===== src/hw/rtl/lbmc_pkg.sv =====
// ----------------------------------------------------------------------------
// lbmc_pkg
// Widths, codes and types of the D2Q5 cell collision core.
// ----------------------------------------------------------------------------
package lbmc_pkg;

	// Field widths
	localparam int VALUE_W    = 16;
	localparam int KIND_W     = 2;
	localparam int SRC_W      = 15;
	localparam int INV_TAU_W  = 15;
	localparam int DAMP_W     = 14;
	localparam int CFG_IDX_W  = 2;
	localparam int CFG_DATA_W = 15;

	// Internal widths: density sums five values, momenta two
	localparam int RHO_W = VALUE_W + 3;
	localparam int J_W   = VALUE_W + 1;
	localparam int EQ_W  = RHO_W + 1;

	// Q2.13 fixed point
	localparam int FRAC_W = 13;
	localparam int ONE_Q13 = 8192;

	// Equilibrium constants at scale 2^16: sound speed squared and twice the rest weight
	localparam int C2_Q16      = 3775;
	localparam int AUX0_X2_Q16 = 115974;
	localparam int EQ_SHIFT    = 17;

	// Register reset values
	localparam logic [INV_TAU_W-1:0] INV_TAU_RST = INV_TAU_W'(16384);
	localparam logic [DAMP_W-1:0]    DAMP_RST    = DAMP_W'(7782);

	// Register indexes
	localparam logic [CFG_IDX_W-1:0] REG_INV_TAU = 2'd0;
	localparam logic [CFG_IDX_W-1:0] REG_DAMPING = 2'd1;

	// Cell kinds; the unused code behaves as interior
	typedef logic [KIND_W-1:0] kind_t;
	localparam kind_t KIND_INTERIOR = 2'd0;
	localparam kind_t KIND_WALL     = 2'd1;
	localparam kind_t KIND_SOURCE   = 2'd2;

	typedef logic signed [VALUE_W-1:0] value_t;
	typedef logic signed [EQ_W-1:0]    eq_t;

	// Collision weights handed to each direction lane
	typedef struct packed {
		logic [INV_TAU_W-1:0] inv_tau;
		logic [DAMP_W-1:0]    damping;
	} cfg_t;

endpackage


===== src/hw/rtl/lbmc_relax.sv =====
// ----------------------------------------------------------------------------
// lbmc_relax
// One direction lane: relaxes toward equilibrium or reflects at walls and rounds,
// or passes the source equilibrium; then saturates to the value width.
// ----------------------------------------------------------------------------
module lbmc_relax (
	input  lbmc_pkg::kind_t  kind,
	input  lbmc_pkg::value_t f,
	input  lbmc_pkg::value_t f_opp,
	input  lbmc_pkg::eq_t    eq,
	input  lbmc_pkg::cfg_t   cfg,
	output lbmc_pkg::value_t g
);

	localparam int W_W   = lbmc_pkg::INV_TAU_W + 2;
	localparam int ACC_W = lbmc_pkg::EQ_W + W_W + 1;
	localparam int PRE_W = ACC_W - lbmc_pkg::FRAC_W;

	localparam logic signed [PRE_W-1:0] SAT_HI = PRE_W'((64'sd1 <<< (lbmc_pkg::VALUE_W - 1)) - 1);
	localparam logic signed [PRE_W-1:0] SAT_LO = -SAT_HI - PRE_W'(1);
	localparam logic signed [ACC_W-1:0] RND    = ACC_W'(1) <<< (lbmc_pkg::FRAC_W - 1);
	localparam logic signed [W_W-1:0]   ONE_W  = W_W'(lbmc_pkg::ONE_Q13);

	logic signed [W_W-1:0]   mul_a;
	logic signed [ACC_W-1:0] mul_b;
	logic signed [W_W-1:0]   eq_w;
	logic signed [ACC_W-1:0] acc;
	logic signed [PRE_W-1:0] pre;
	logic                    use_eq;

	// Pick the operands of the shared weighting multiply
	always_comb begin
		mul_a  = ONE_W - $signed({2'b00, cfg.inv_tau});
		mul_b  = ACC_W'(f);
		eq_w   = $signed({2'b00, cfg.inv_tau});
		use_eq = 1'b0;
		case (kind)
			lbmc_pkg::KIND_WALL: begin
				mul_a = $signed(W_W'({1'b0, cfg.damping}));
				mul_b = ACC_W'(f_opp);
				eq_w  = '0;
			end
			lbmc_pkg::KIND_SOURCE: begin
				use_eq = 1'b1;
			end
			default: begin
			end
		endcase
	end

	// Weight, round half up, drop the fraction
	always_comb begin
		acc = ACC_W'(mul_a) * mul_b + ACC_W'(eq_w) * ACC_W'(eq) + RND;
		pre = use_eq ? PRE_W'(eq) : PRE_W'(acc >>> lbmc_pkg::FRAC_W);
	end

	// Clamp to the signed value range
	always_comb begin
		if (pre > SAT_HI) begin
			g = lbmc_pkg::VALUE_W'(SAT_HI);
		end else if (pre < SAT_LO) begin
			g = lbmc_pkg::VALUE_W'(SAT_LO);
		end else begin
			g = lbmc_pkg::VALUE_W'(pre);
		end
	end

endmodule


===== config.mk =====
export PLATFORM = sky130hd
export DESIGN_NAME = lbmc_relax
export DESIGN_NICKNAME = d
export VERILOG_FILES = /design/src/hw/rtl/lbmc_pkg.sv /design/src/hw/rtl/lbmc_relax.sv
export SDC_FILE = /design/constraint.sdc
export NUM_CORES = 2
export LEC_CHECK = 0
export ABC_AREA = 1
export BUFFER_PORTS_ARGS = -buffer_cell sky130_fd_sc_hd__clkbuf_2
export CORE_MARGIN = 3
export CORE_UTILIZATION = 54
export DETAILED_ROUTE_END_ITERATION = 10
export PLACE_DENSITY = 0.71
export SLEW_MARGIN = 10
export SYNTH_ARGS = -nofsm -noshare
export SYNTH_HDL_FRONTEND = slang
export SYNTH_SLANG_ARGS = --single-unit

===== constraint.sdc =====
create_clock -name vclk -period 13.1
set_clock_uncertainty 0.05 [all_clocks]
set_input_delay 1.965 -clock vclk [all_inputs]
set_output_delay 1.965 -clock vclk [all_outputs]
set_load 0.01 [all_outputs]

==> run metrics <==
Fmax achieved 78.9 MHz; Worst Path Required 11.09 ns; Avg Inst Size Synth 8.14 um2; status finished clean; Chip Width 216 um; Crit-path slowest cell fa_1; Syn. warnings 0; Max-Cap Viols 0; most frequent cells in the layout 898 x inv_1, 641 x fa_1, 460 x nand2_1; first-pass GRT wire length 113 mm; Slew headroom 0.475; Post-Layout Cell Count 3615; via count 19000; vias in the first global route 20700; syn_nets 3813; Distinct cells, synth 47; Worst-Margin Slew 0.787 ns; area of the die 46500 um2; # rows 76; critical path startpoint category input pin; critical path arrival 10.67 ns; DRC 0; area occupied by multi-input gates 20300 um2; # fillers 3899; Syn Inst Count 2915; 1st-iter DRT viols 1553; Initial Util 0.548; Net count, final 3929; core area 43300 um2; top cell type by total area after synthesis fa_1; # setup viols final 0; area grow syn2layout 8.25%; ratio of cells with drive above 1 in the final layout 0.110; ranking of synthesized cells by area fa_1 55%, inv_1 14%, ha_1 8.8%; crit-path max FO 8; Placed Cells incl. Taps 3604; CTS Hold Bufs 0; largest net degree at the start of global routing 35; Routed WL 70.0 mm; Routed Antenna Nets 0; initial antenna violation count 0; Die Height 216 um; CP endpoint kind primary output; RSZ-0062 raised after global routing true; final hold vios 0; Slew Viols, Final 0; number of port buffers 99; GP Congestion 0.995; FF+latch count 0; Worst path max stage delay 0.55 ns; FF+latch area 0 um2; post-synthesis sequential area ratio 0; Worst Setup Path Type input pin to primary output; mapped cell area 23700 um2; final-layout clock buffer total 0; Tmin final 12.68 ns; GRT overflow 0; most common cell after layout, fill and taps aside inv_1; Tcrit/Tclk final 0.968; Global Route Usage Sum 0.315; detailed placer's ending HPWL 62.7 mm; Hold Crit Class input pin to primary output; Yosys top cell area share 0.548; drt pass-1 iters 6; IO Count 99; vias per cell 5.27; wire length per cell 19.4 um
-- metrics by stage --
stage	hold slack (ns)	area, um2	worst slack, ns	utilization	setup TNS (ns)
2_1_floorplan	4.11	23700	1.35	-	0
3_3_place_gp	4.39	25200	0.179	0.583	0
3_5_place_dp	4.39	25200	0.0301	0.583	0
4_1_cts	4.39	25200	0.0625	0.583	0
5_1_grt	4.51	25700	-0.0406	0.594	-0.374
6_report	4.47	25700	0.419	0.594	0
-- critical path: cells and delay by family --
kind,cells,cell delay (ns)
AOI/OAI and AO/OA,4,0.54
xor gates and xnor gates,1,0.27
adders and majority gates,10,4.46
and+or+nand+nor,16,1.85
buffers and inverters,17,1.59
-- cell type report --
cell class,instances,area share
tap,585,0.0285
inverter,926,0.136
antenna,1,0.0000974
multi-input combinational,1923,0.790
timing repair buffer,180,0.0447
-- final timing paths --
check,from,cells past startpoint,end
max,cfg[14],48,g[11]
min,eq[0],6,g[0]
-- cell usage after synthesis, types with 4 or more instances --
master    count
nand2_2      32
nand3_1      36
o21a_1        4
buf_1         9
clkbuf_1     47
nor4_1        4
nor2_4       11
a21o_1        4
xor2_1        7
o21ai_0      44
nand2_4       4
clkinv_1     17
nand2_1     472
buf_6         4
inv_2        10
buf_2         4
ha_1        166
fa_1        649
a21oi_1      61
nor2_1      350
nor2_2        8
inv_1       898
nor3_1        7
or2_2         6
o21ai_1      17
nand4_1       4
o21bai_1      7
xnor2_1       8
-- routing by layer --
| metal | wire length, um | part of all wire | GRT usage | vias up |
|---|---|---|---|---|
| li1 | - | - | - | 8401 |
| met1 | 26700 | 0.38 | 0.408 | 9726 |
| met2 | 34900 | 0.50 | 0.547 | 778 |
| met3 | 4980 | 0.071 | 0.0355 | 144 |
| met4 | 3510 | 0.050 | 0.123 | 0 |
| met5 | 0 | 0 | 0 | - |
-- kinds of logic (layout without fill, tap and decap cells) --
kind of cell	Yosys count	after routing	synth area share
AOI/OAI and AO/OA	146	146	0.0343
xor gates and xnor gates	15	15	0.00554
adders and majority gates	815	815	0.635
buffers and inverters	993	1106	0.160
muxes	1	1	0.000422
other	0	1	0
and+or+nand+nor	945	946	0.165
-- timing repair --
action,in CTS,in global routing
setup buffers,0,8
endpoints found under the hold margin,0,0
resized for setup,1,102
pin swaps,0,21
cloned,0,2
endpoints found under the setup margin,1,15
